--- src/rtl/hcs_pkg.sv ---
`timescale 1ns / 1ps

package hcs_pkg;

   localparam int PIX_BITS = 8;
   localparam logic [PIX_BITS-1:0] PIX_MAX = 8'd255;
   localparam int DIV_STEPS = PIX_BITS;
   localparam int CNT_BITS = $clog2(DIV_STEPS);

   // operation codes
   localparam logic [1:0] OP_CLEAR   = 2'd0;
   localparam logic [1:0] OP_SCAN    = 2'd1;
   localparam logic [1:0] OP_STRETCH = 2'd2;

   typedef struct packed {
      logic [1:0]          operation;
      logic [PIX_BITS-1:0] pixel;
   } req_type;

   typedef struct packed {
      logic [PIX_BITS-1:0] stretched;
      logic                flat_image;
   } rsp_type;

   // controller to datapath
   typedef struct packed {
      logic clear_stats;
      logic scan_stats;
      logic latch_pixel;
      logic div_start;
      logic div_step;
      logic rsp_load;
   } cmd_type;

   // datapath to controller
   typedef struct packed {
      logic flat;
   } sts_type;

endpackage

--- src/rtl/hcs_datapath.sv ---
`timescale 1ns / 1ps

module hcs_datapath (
   input  logic             clock,
   input  logic             reset,
   input  hcs_pkg::req_type req_item,
   input  hcs_pkg::cmd_type cmd,
   output hcs_pkg::sts_type sts,
   output hcs_pkg::rsp_type rsp_item
);
   import hcs_pkg::*;

   logic [PIX_BITS-1:0] low_ff, low_in;
   logic [PIX_BITS-1:0] high_ff, high_in;
   logic [PIX_BITS-1:0] pix_ff, pix_in;
   logic [PIX_BITS-1:0] divisor_ff, divisor_in;
   logic [PIX_BITS-1:0] rem_ff, rem_in;
   logic [PIX_BITS-1:0] dvd_ff, dvd_in;
   logic [PIX_BITS-1:0] quot_ff, quot_in;
   rsp_type             rsp_ff, rsp_in;

   logic [PIX_BITS:0]     rem_shift;
   logic                  quot_bit;
   logic [PIX_BITS-1:0]   diff;
   logic [2*PIX_BITS-1:0] product;

   assign sts.flat = (high_ff <= low_ff);
   assign rsp_item = rsp_ff;

   // one restoring divide step per cycle
   assign rem_shift = {rem_ff, dvd_ff[PIX_BITS-1]};
   assign quot_bit  = (rem_shift >= {1'b0, divisor_ff});

   assign diff    = pix_ff - low_ff;
   assign product = {{PIX_BITS{1'b0}}, diff} * {{PIX_BITS{1'b0}}, quot_ff};

   always_comb begin
      low_in     = low_ff;
      high_in    = high_ff;
      pix_in     = pix_ff;
      divisor_in = divisor_ff;
      rem_in     = rem_ff;
      dvd_in     = dvd_ff;
      quot_in    = quot_ff;
      rsp_in     = rsp_ff;

      if (cmd.clear_stats) begin
         low_in  = PIX_MAX;
         high_in = '0;
      end
      if (cmd.scan_stats) begin
         if (req_item.pixel < low_ff) begin
            low_in = req_item.pixel;
         end
         if (req_item.pixel > high_ff) begin
            high_in = req_item.pixel;
         end
      end
      if (cmd.latch_pixel) begin
         pix_in = req_item.pixel;
      end
      if (cmd.div_start) begin
         divisor_in = high_ff - low_ff;
         rem_in     = '0;
         dvd_in     = PIX_MAX;
         quot_in    = '0;
      end
      if (cmd.div_step) begin
         rem_in  = quot_bit ? PIX_BITS'(rem_shift - {1'b0, divisor_ff})
                            : rem_shift[PIX_BITS-1:0];
         dvd_in  = {dvd_ff[PIX_BITS-2:0], 1'b0};
         quot_in = {quot_ff[PIX_BITS-2:0], quot_bit};
      end
      if (cmd.rsp_load) begin
         rsp_in.flat_image = sts.flat;
         if (sts.flat || (pix_ff <= low_ff)) begin
            rsp_in.stretched = '0;
         end else if (product > {{PIX_BITS{1'b0}}, PIX_MAX}) begin
            rsp_in.stretched = PIX_MAX;
         end else begin
            rsp_in.stretched = product[PIX_BITS-1:0];
         end
      end
   end

   always_ff @(posedge clock) begin
      if (reset) begin
         low_ff  <= PIX_MAX;
         high_ff <= '0;
      end else begin
         low_ff  <= low_in;
         high_ff <= high_in;
      end
   end

   always_ff @(posedge clock) begin
      pix_ff     <= pix_in;
      divisor_ff <= divisor_in;
      rem_ff     <= rem_in;
      dvd_ff     <= dvd_in;
      quot_ff    <= quot_in;
      rsp_ff     <= rsp_in;
   end

   a_scan_low: assert property (@(posedge clock) disable iff (reset)
      cmd.scan_stats |=> (low_ff <= $past(req_item.pixel)))
      else $error("darkest value above scanned pixel");

   a_scan_high: assert property (@(posedge clock) disable iff (reset)
      cmd.scan_stats |=> (high_ff >= $past(req_item.pixel)))
      else $error("brightest value below scanned pixel");

   a_clear_stats: assert property (@(posedge clock) disable iff (reset)
      cmd.clear_stats |=> (low_ff == PIX_MAX && high_ff == '0))
      else $error("statistics not restored by clear");

endmodule

--- src/rtl/hcs_ctrl.sv ---
`timescale 1ns / 1ps

module hcs_ctrl (
   input  logic             clock,
   input  logic             reset,
   input  logic             req_valid,
   output logic             req_stall,
   input  hcs_pkg::req_type req_item,
   output logic             rsp_valid,
   input  logic             rsp_stall,
   input  hcs_pkg::sts_type sts,
   output hcs_pkg::cmd_type cmd
);
   import hcs_pkg::*;

   localparam logic [1:0] ST_IDLE = 2'd0;
   localparam logic [1:0] ST_DIV  = 2'd1;
   localparam logic [1:0] ST_MUL  = 2'd2;

   logic [1:0]          state_ff, state_in;
   logic [CNT_BITS-1:0] cnt_ff, cnt_in;
   logic                factor_ok_ff, factor_ok_in;
   logic                rsp_valid_ff, rsp_valid_in;
   logic                accept;
   logic                out_free;

   assign req_stall = (state_ff != ST_IDLE);
   assign accept    = req_valid && !req_stall;
   assign out_free  = !rsp_valid_ff || !rsp_stall;
   assign rsp_valid = rsp_valid_ff;

   always_comb begin
      state_in     = state_ff;
      cnt_in       = cnt_ff;
      factor_ok_in = factor_ok_ff;
      rsp_valid_in = rsp_valid_ff && rsp_stall;
      cmd          = '0;

      case (state_ff)
         ST_IDLE: begin
            if (accept) begin
               case (req_item.operation)
                  OP_CLEAR: begin
                     cmd.clear_stats = 1'b1;
                     factor_ok_in    = 1'b0;
                  end
                  OP_SCAN: begin
                     cmd.scan_stats = 1'b1;
                     factor_ok_in   = 1'b0;
                  end
                  OP_STRETCH: begin
                     cmd.latch_pixel = 1'b1;
                     if (factor_ok_ff || sts.flat) begin
                        state_in = ST_MUL;
                     end else begin
                        cmd.div_start = 1'b1;
                        cnt_in        = '0;
                        state_in      = ST_DIV;
                     end
                  end
                  default: begin
                  end
               endcase
            end
         end
         ST_DIV: begin
            cmd.div_step = 1'b1;
            cnt_in       = cnt_ff + 1'b1;
            if (cnt_ff == CNT_BITS'(DIV_STEPS - 1)) begin
               factor_ok_in = 1'b1;
               state_in     = ST_MUL;
            end
         end
         ST_MUL: begin
            if (out_free) begin
               cmd.rsp_load = 1'b1;
               rsp_valid_in = 1'b1;
               state_in     = ST_IDLE;
            end
         end
         default: begin
            state_in = ST_IDLE;
         end
      endcase
   end

   always_ff @(posedge clock) begin
      if (reset) begin
         state_ff     <= ST_IDLE;
         cnt_ff       <= '0;
         factor_ok_ff <= 1'b0;
         rsp_valid_ff <= 1'b0;
      end else begin
         state_ff     <= state_in;
         cnt_ff       <= cnt_in;
         factor_ok_ff <= factor_ok_in;
         rsp_valid_ff <= rsp_valid_in;
      end
   end

   a_rsp_from_mul: assert property (@(posedge clock) disable iff (reset)
      $rose(rsp_valid_ff) |-> $past(state_ff == ST_MUL))
      else $error("result raised outside multiply state");

   a_div_done: assert property (@(posedge clock) disable iff (reset)
      (state_ff == ST_DIV && cnt_ff == CNT_BITS'(DIV_STEPS - 1)) |=>
         (state_ff == ST_MUL && factor_ok_ff))
      else $error("divide did not finish after last step");

   a_scan_drops_factor: assert property (@(posedge clock) disable iff (reset)
      (cmd.scan_stats || cmd.clear_stats) |=> !factor_ok_ff)
      else $error("cached factor survived a statistics change");

endmodule

--- src/rtl/histogram_contrast_stretch.sv ---
`timescale 1ns / 1ps

// Min/max contrast stretch for 8-bit gray pixels in two passes. A clear resets the
// darkest/brightest statistics, a scan folds a pixel into them, and a stretch returns
// (pixel - darkest) * floor(255 / (brightest - darkest)) clamped to 0..255, or 0 with
// flat_image set when brightest <= darkest. Clear and scan give no result. Items are
// handled one at a time: the first stretch after the statistics change runs a
// restoring divider for the factor unless the statistics are flat; later stretches
// reuse the cached factor. The result sits in an output register, so clears and scans
// are still taken while a result waits to transfer.
module histogram_contrast_stretch (
   input  logic             clock,
   input  logic             reset,
   input  logic             req_valid,
   output logic             req_stall,
   input  hcs_pkg::req_type req_item,
   output logic             rsp_valid,
   input  logic             rsp_stall,
   output hcs_pkg::rsp_type rsp_item
);
   import hcs_pkg::*;

   cmd_type cmd;
   sts_type sts;

   // sequencing: accept, divide steps, result load
   hcs_ctrl u_ctrl (
      .clock     (clock),
      .reset     (reset),
      .req_valid (req_valid),
      .req_stall (req_stall),
      .req_item  (req_item),
      .rsp_valid (rsp_valid),
      .rsp_stall (rsp_stall),
      .sts       (sts),
      .cmd       (cmd)
   );

   // statistics, divider, multiply/clamp and result register
   hcs_datapath u_datapath (
      .clock    (clock),
      .reset    (reset),
      .req_item (req_item),
      .cmd      (cmd),
      .sts      (sts),
      .rsp_item (rsp_item)
   );

endmodule
--- config.mk ---
export PLATFORM = sky130hd
export DESIGN_NAME = histogram_contrast_stretch
export DESIGN_NICKNAME = d
export VERILOG_FILES = /design/src/rtl/hcs_pkg.sv /design/src/rtl/hcs_datapath.sv /design/src/rtl/hcs_ctrl.sv /design/src/rtl/histogram_contrast_stretch.sv
export SDC_FILE = /design/constraint.sdc
export NUM_CORES = 1
export LEC_CHECK = 0
export ABC_AREA = 1
export ABC_CLOCK_PERIOD_IN_PS = 14100
export BUFFER_PORTS_ARGS = -buffer_cell sky130_fd_sc_hd__clkbuf_2
export CAP_MARGIN = 20
export CORE_MARGIN = 2
export CORE_UTILIZATION = 39
export CTS_BUF_LIST = sky130_fd_sc_hd__clkbuf_16
export DETAILED_ROUTE_END_ITERATION = 7
export GPL_TIMING_DRIVEN = 0
export PLACE_DENSITY_LB_ADDON = 0.15
export SLEW_MARGIN = 5
export SYNTH_ARGS = -nofsm -noshare
export SYNTH_HDL_FRONTEND = slang
export SYNTH_SLANG_ARGS = --single-unit
--- constraint.sdc ---
create_clock -name clock -period 14.1 [get_ports clock]
set_clock_uncertainty 0.15 [all_clocks]
set_input_delay 1.41 -clock clock [delete_from_list [all_inputs] [get_ports clock]]
set_output_delay 1.41 -clock clock [all_outputs]
set_load 0.03 [all_outputs]
Word-level counts from Yosys, hierarchy flattened
Index checks and enable logic that the tools add are counted.
- flip-flop bits (word level): 72
- bits in latches: 0
- RAM bits: 0
- memory bits (read-only): 0
- logic and storage cells: 91
- memories: 0
- add/sub/neg operators: 4
- multipliers: 1
- divide/modulo/power cells: 0
- $lt $le $gt $ge: 6
- equality and inequality tests: 11
- shift-type cells: 0
- multiplexer cells: 38
- bitwise operators: 0
- reductions and logical operators: 17
- operators with widths (kind ; number):
    two-way mux 8 bit ; 13
    subtractor 8 bit ; 3
    greater-than comparator 16 x 8 -> 1 bit (second input constant) ; 1
    less-or-equal comparator 8 bit ; 2
    multiplier 8 x 8 -> 16 bit ; 1
    two-way mux 2 bit ; 6
    AND reduction 4 bit ; 3
    two-way mux 1 bit ; 11
    greater-or-equal comparator 9 x 8 -> 1 bit ; 1
    two-way mux 3 bit ; 3
    greater-than comparator 8 bit ; 1
    < comparator 8 bit ; 1
    two-way mux 4 bit ; 2
    inequality test 2 x 1 -> 1 bit (second input constant) ; 3
    inequality test 2 bit (second input constant) ; 3
    one-hot mux 2 bit (3 select lines) ; 1
    one-hot mux 3 bit (2 select lines) ; 1
    nonzero test 2 bit ; 3
    == test 2 x 1 -> 1 bit (second input constant) ; 2
    == test 2 bit (second input constant) ; 2
    zero test 2 bit ; 2
    adder 3 x 1 -> 3 bit (second input constant) ; 1
    == test 3 bit (second input constant) ; 1
    zero test 1 bit ; 3
    other kinds (4) ; 7

Logic depth before layout (Yosys ltp)
- word-level depth: 9
- depth in mapped cells: 32
- mapped depth without buffers: 32

Cells and area by module
Synthesis repeated with hierarchy kept, for this count alone.
- cells, all modules: 813
- area, all modules: 6471.2 µm²
- modules (own cells, without submodules) (module ; times used ; cells each ; area each (µm²) ; sequential area each (µm²)):
    hcs_datapath ; 1 ; 751 ; 6062.1 ; 1781.7
    hcs_ctrl ; 1 ; 62 ; 409.1 ; 140.1

Least setup slack after synthesis
No wires, ideal clock.
- kind: reg-to-reg
- start point: register u_datapath.pix_ff[0]
- end point: register u_datapath.rsp_ff (netlist bit u_datapath.rsp_item[1]), data pin
- library setup time: 268 ps
- arrival: 5109 ps
- required time: 13682 ps
- slack: 8573 ps
- stages on the path, launching flop included: 31
- clock period less this slack: 5527 ps
- path through: edfxtp_1 inv_1 ha_1 inv_1 fa_1 nand3_1 nand3_1 a21oi_1 o21ai_1 or2_2 nand2_2 nor2_1 fa_1 fa_1 fa_1 inv_1 fa_1 inv_1 ha_1 nand2_2 inv_2 nand2_1 nand2_1 nand2_1 nand3_1 nand2_1 nand2_1 nor2_2 nand3_4 nor2_1 nor2_1
- cells in the longest elaborated chain, start to end: 4
- elaborated cells between the ends (all ways): 6
- those cells by class: 1 x add/sub; 1 x mul; 2 x order compare; 1 x mux; 1 x reduce/logical
- ends and longest elaborated chain (element ; RTL line ; RTL):
    start, declared ; hcs_datapath.sv:15 ; logic [PIX_BITS-1:0] pix_ff, pix_in;
    start signal, assigned ; hcs_datapath.sv:97 ; pix_ff <= pix_in;
    subtractor 8 bit ; hcs_datapath.sv:34 ; assign diff = pix_ff - low_ff;
    multiplier 8 x 8 -> 16 bit ; hcs_datapath.sv:35 ; assign product = {{PIX_BITS{1'b0}}, diff} * {{PIX_BITS{1'b0}}, quot_ff};
    greater-than comparator 16 x 8 -> 1 bit ; hcs_datapath.sv:78 ; end else if (product > {{PIX_BITS{1'b0}}, PIX_MAX}) begin
    two-way mux 8 bit ; hcs_datapath.sv:78 ;
    end signal, assigned ; hcs_datapath.sv:102 ; rsp_ff <= rsp_in;
    end, declared ; hcs_datapath.sv:20 ; rsp_type rsp_ff, rsp_in;
Parallel ways exist; a longest one is shown, timed or not.
A chain may end at the register's enable or synchronous reset.

Worst setup path after layout
- start point: register u_datapath.pix_ff[0]
- end point: register u_datapath.rsp_ff (netlist bit u_datapath.rsp_item[7]), data pin
The elaborated chain is that of the path after synthesis.

==> results.sh <==
export IMPL_hold_ws_ns=0.322
export IMPL_io_pins=25
export IMPL_power_density_mw_per_mm2=120
export IMPL_ir_worst_vdd_mv=0.0938
export IMPL_cts_setup_buffers=0
export IMPL_instances_no_fill=1055
export IMPL_cts_sinks=72
export IMPL_synth_edff_count=48
export IMPL_die_w_microns=133
export IMPL_rsz0062_at_grt="false"
export IMPL_cpPeakStageDelay_ns=0.54
export IMPL_hp_start="u_datapath.dvd_ff[0]$_SDFFE_PP0P_"
export IMPL_numPortBuffers=24
export IMPL_ys_warn_count=0
export IMPL_drt_iter0_drc=218
export IMPL_dp_hpwl_microns=11700
export IMPL_post_cts_resized=0
export IMPL_num_fill_cells=1689
export IMPL_htree_levels=3
export IMPL_wl_microns=14200
export IMPL_fin_tns_setup_ns=0
export IMPL_grt_max_degree=24
export IMPL_start_util_pct=39.5
export IMPL_hold_viol_final=0
export IMPL_firstDrtPassIters=4
export IMPL_syn_cell_area_sq_mm=0.00648
export IMPL_synthFlopType="edfxtp_1"
export IMPL_finalCritPeriodShare_pct=43.4
export IMPL_crit_slowest_cell="fa_1"
export IMPL_synth_fp_nets=924
export IMPL_worst_slew_pin_slew_ns=1.02
export IMPL_ys_types=44
export IMPL_vias_per_cell=4.77
export IMPL_layout_drive_gt1_share_pct=11.3
export IMPL_period_needed_ns=6.12
export IMPL_drc=0
export IMPL_vias=5034
export IMPL_hold_class="reg2reg"
export IMPL_clockRootBuffer="clkbuf_16"
export IMPL_grt_pass1_wl_microns=24300
export IMPL_status="completed"
export IMPL_grt_pass1_vias=4956
export IMPL_avgSynthCellArea_sq_um=8.17
export IMPL_clkTransAtPathRegs_ns=0.07
export IMPL_hold_buffers=0
export IMPL_place_ws_ns=7.93
export IMPL_antenna_found_initial=0
export IMPL_clkLatencyLatePin_ns=0.33
export IMPL_cts_tree="yes"
export IMPL_die_area_sq_mm=0.0177
export IMPL_slew_headroom_pct=32.0
export IMPL_required_ns=14.02
export IMPL_clk_path_buf_depth=2
export IMPL_areaGrowthSynthToFinish_pct=10.5
export IMPL_async_flop_share_pct=0
export IMPL_core_area_sq_mm=0.0164
export IMPL_critical_path_startpoint="u_datapath.pix_ff[0]$_DFFE_PP_"
export IMPL_maxCapViolCount=0
export IMPL_nNetsFinal=960
export IMPL_yosysTopAreaCell="edfxtp_1"
export IMPL_dpl_cell_count=1039
export IMPL_netlist_area_leader_share_pct=22.2
export IMPL_p_leak_nw=3.67
export IMPL_cpMostUsedCell="nand2_1"
export IMPL_fin_ws_ns=7.98
export IMPL_cp_arrival_ns=6.04
export IMPL_wire_per_inst_microns=13.5
export IMPL_setup_violations_final=0
export IMPL_ys_seq_area_share_pct=29.6
export IMPL_crit_fanout=8
export IMPL_criticalPathCategory="reg2reg"
export IMPL_grt_overflow_total=0
export IMPL_fmax_mhz=163
export IMPL_synth_area_leaders="edfxtp_1, ha_1, fa_1"
export IMPL_gp_congestion=0.815
export IMPL_power_w=0.000857
export IMPL_final_max_slew_viol_count=0
export IMPL_ant_nets=0
export IMPL_grt_use_total_pct=17.0
export IMPL_netlist_instances=794
export IMPL_numCtsBuffers=9
export IMPL_ys_ff_latch=72
export IMPL_crit_path_end_kind="flop"
export IMPL_rows=47
export IMPL_diodes=0
export IMPL_die_h_microns=133
export IMPL_startpoint_type="flop"
export IMPL_r2r_start="u_datapath.pix_ff[0]$_DFFE_PP_"
==> flip-flops by register name (all words and copies together) (netlist names) <==
register	count
u_datapath.dvd_ff	8
u_datapath.high_ff	8
u_datapath.rem_ff	8
u_ctrl.factor_ok_ff	1
u_ctrl.state_ff	2
u_datapath.rsp_item	9
u_datapath.quot_ff	8
u_ctrl.rsp_valid	1
u_ctrl.cnt_ff	3
u_datapath.divisor_ff	8
u_datapath.low_ff	8
u_datapath.pix_ff	8
==> metal layers <==
metal | global-route usage [%] | part of all wire [%] | up-vias
met5 | 0 | 0 | -
met4 | 5.73 | 2.2 | 0
met3 | 2.03 | 2.2 | 15
met2 | 28.5 | 46 | 54
met1 | 22.9 | 49 | 2343
li1 | - | - | 2622
==> Yosys cell counts (4+ instances only) <==
| master | number |
|---|---|
| nor2_1 | 100 |
| o21ai_0 | 16 |
| fa_1 | 39 |
| nand4_1 | 15 |
| edfxtp_1 | 48 |
| nand3_1 | 41 |
| nand2_2 | 7 |
| xor2_1 | 13 |
| xnor2_1 | 4 |
| ha_1 | 77 |
| nand2_1 | 153 |
| o211ai_1 | 5 |
| a21oi_1 | 43 |
| or2_2 | 6 |
| clkbuf_1 | 4 |
| dfxtp_1 | 24 |
| inv_1 | 141 |
| inv_2 | 8 |
| nand3_2 | 4 |
| a21oi_2 | 4 |
| nor2_2 | 6 |
==> per-stage QoR <==
| stage | utilization, % | instance area [sq um] |
|---|---|---|
| 2_1_floorplan | - | 6480 |
| 3_3_place_gp | 41.9 | 6880 |
| 3_5_place_dp | 42.0 | 6890 |
| 4_1_cts | 43.7 | 7170 |
| 5_1_grt | 43.7 | 7170 |
| 6_report | 43.7 | 7170 |
==> logic make-up (layout without fill, tap and decap cells) <==
group                      Yosys count  after routing  share of synthesized area [%]
buffers and inverters              160            201                           9.53
and+or+nand+nor                    346            346                           23.7
xor gates and xnor gates            18             18                           2.55
DFF                                 72             72                           29.6
adders and majority gates          116            116                           26.9
AOI/OAI and AO/OA                   82             82                           7.68
==> power by group <==
group | internal [W] | leakage [nW] | switching [W] | total [W]
logic | 0.000149 | 2.90 | 0.000263 | 0.000413
clock network | 0.000121 | 0.134 | 0.0000932 | 0.000214
registers | 0.000229 | 0.633 | 0.00000222 | 0.000231
total | 0.000499 | 3.67 | 0.000359 | 0.000857
==> cell usage in the layout, fill, tap and decap left out, drive strengths merged, types with 2 or more instances in the layout <==
master and n:
nand2 163, buf 7, xnor2 4, dfxtp 24
nand4 15, a21oi 47, fa 39, edfxtp 48
inv 152, o21ai 19, or2 6, ha 77
xor2 14, nand3 46, nor3 6, nor2 107
a21boi 2, clkinv 3, clkinvlp 2, o211ai 6
clkbuf 37, nand3b 3, o21a 2
==> worst max-delay path: cells and delay by family, from the launching register on <==
| kind | cells | cell delay, ns |
|---|---|---|
| compound gates | 2 | 0.26 |
| fa+ha+maj | 7 | 2.94 |
| buf+inv | 4 | 0.25 |
| flops | 1 | 0.35 |
| simple gates | 17 | 1.89 |
==> path summary, 6_finish.rpt <==
check                                                       endpoint  slack (ns)  cells past startpoint
worst min register to register     u_datapath.dvd_ff[0]$_SDFFE_PP0P_        0.32                      1
worst max-delay path            u_datapath.rsp_item[7]$_SDFFCE_PP0P_        7.98                     30
worst min-delay path               u_datapath.dvd_ff[0]$_SDFFE_PP0P_        0.32                      1
worst max register to register  u_datapath.rsp_item[7]$_SDFFCE_PP0P_        7.98                     30
==> cell type report <==
type                    count  area, sq um  area share (%)
multi-input cells         562         3950            55.0
flip-flops and latches     72         1920            26.8
inverters                 150          563            7.86
well taps                 220          275            3.84
clock buffers               9          225            3.14
repair buffers             25          128            1.78
plain buffers              10         55.1           0.768
clock inverters             7         53.8           0.751
No activity file was read; power rests on OpenSTA's default activity.
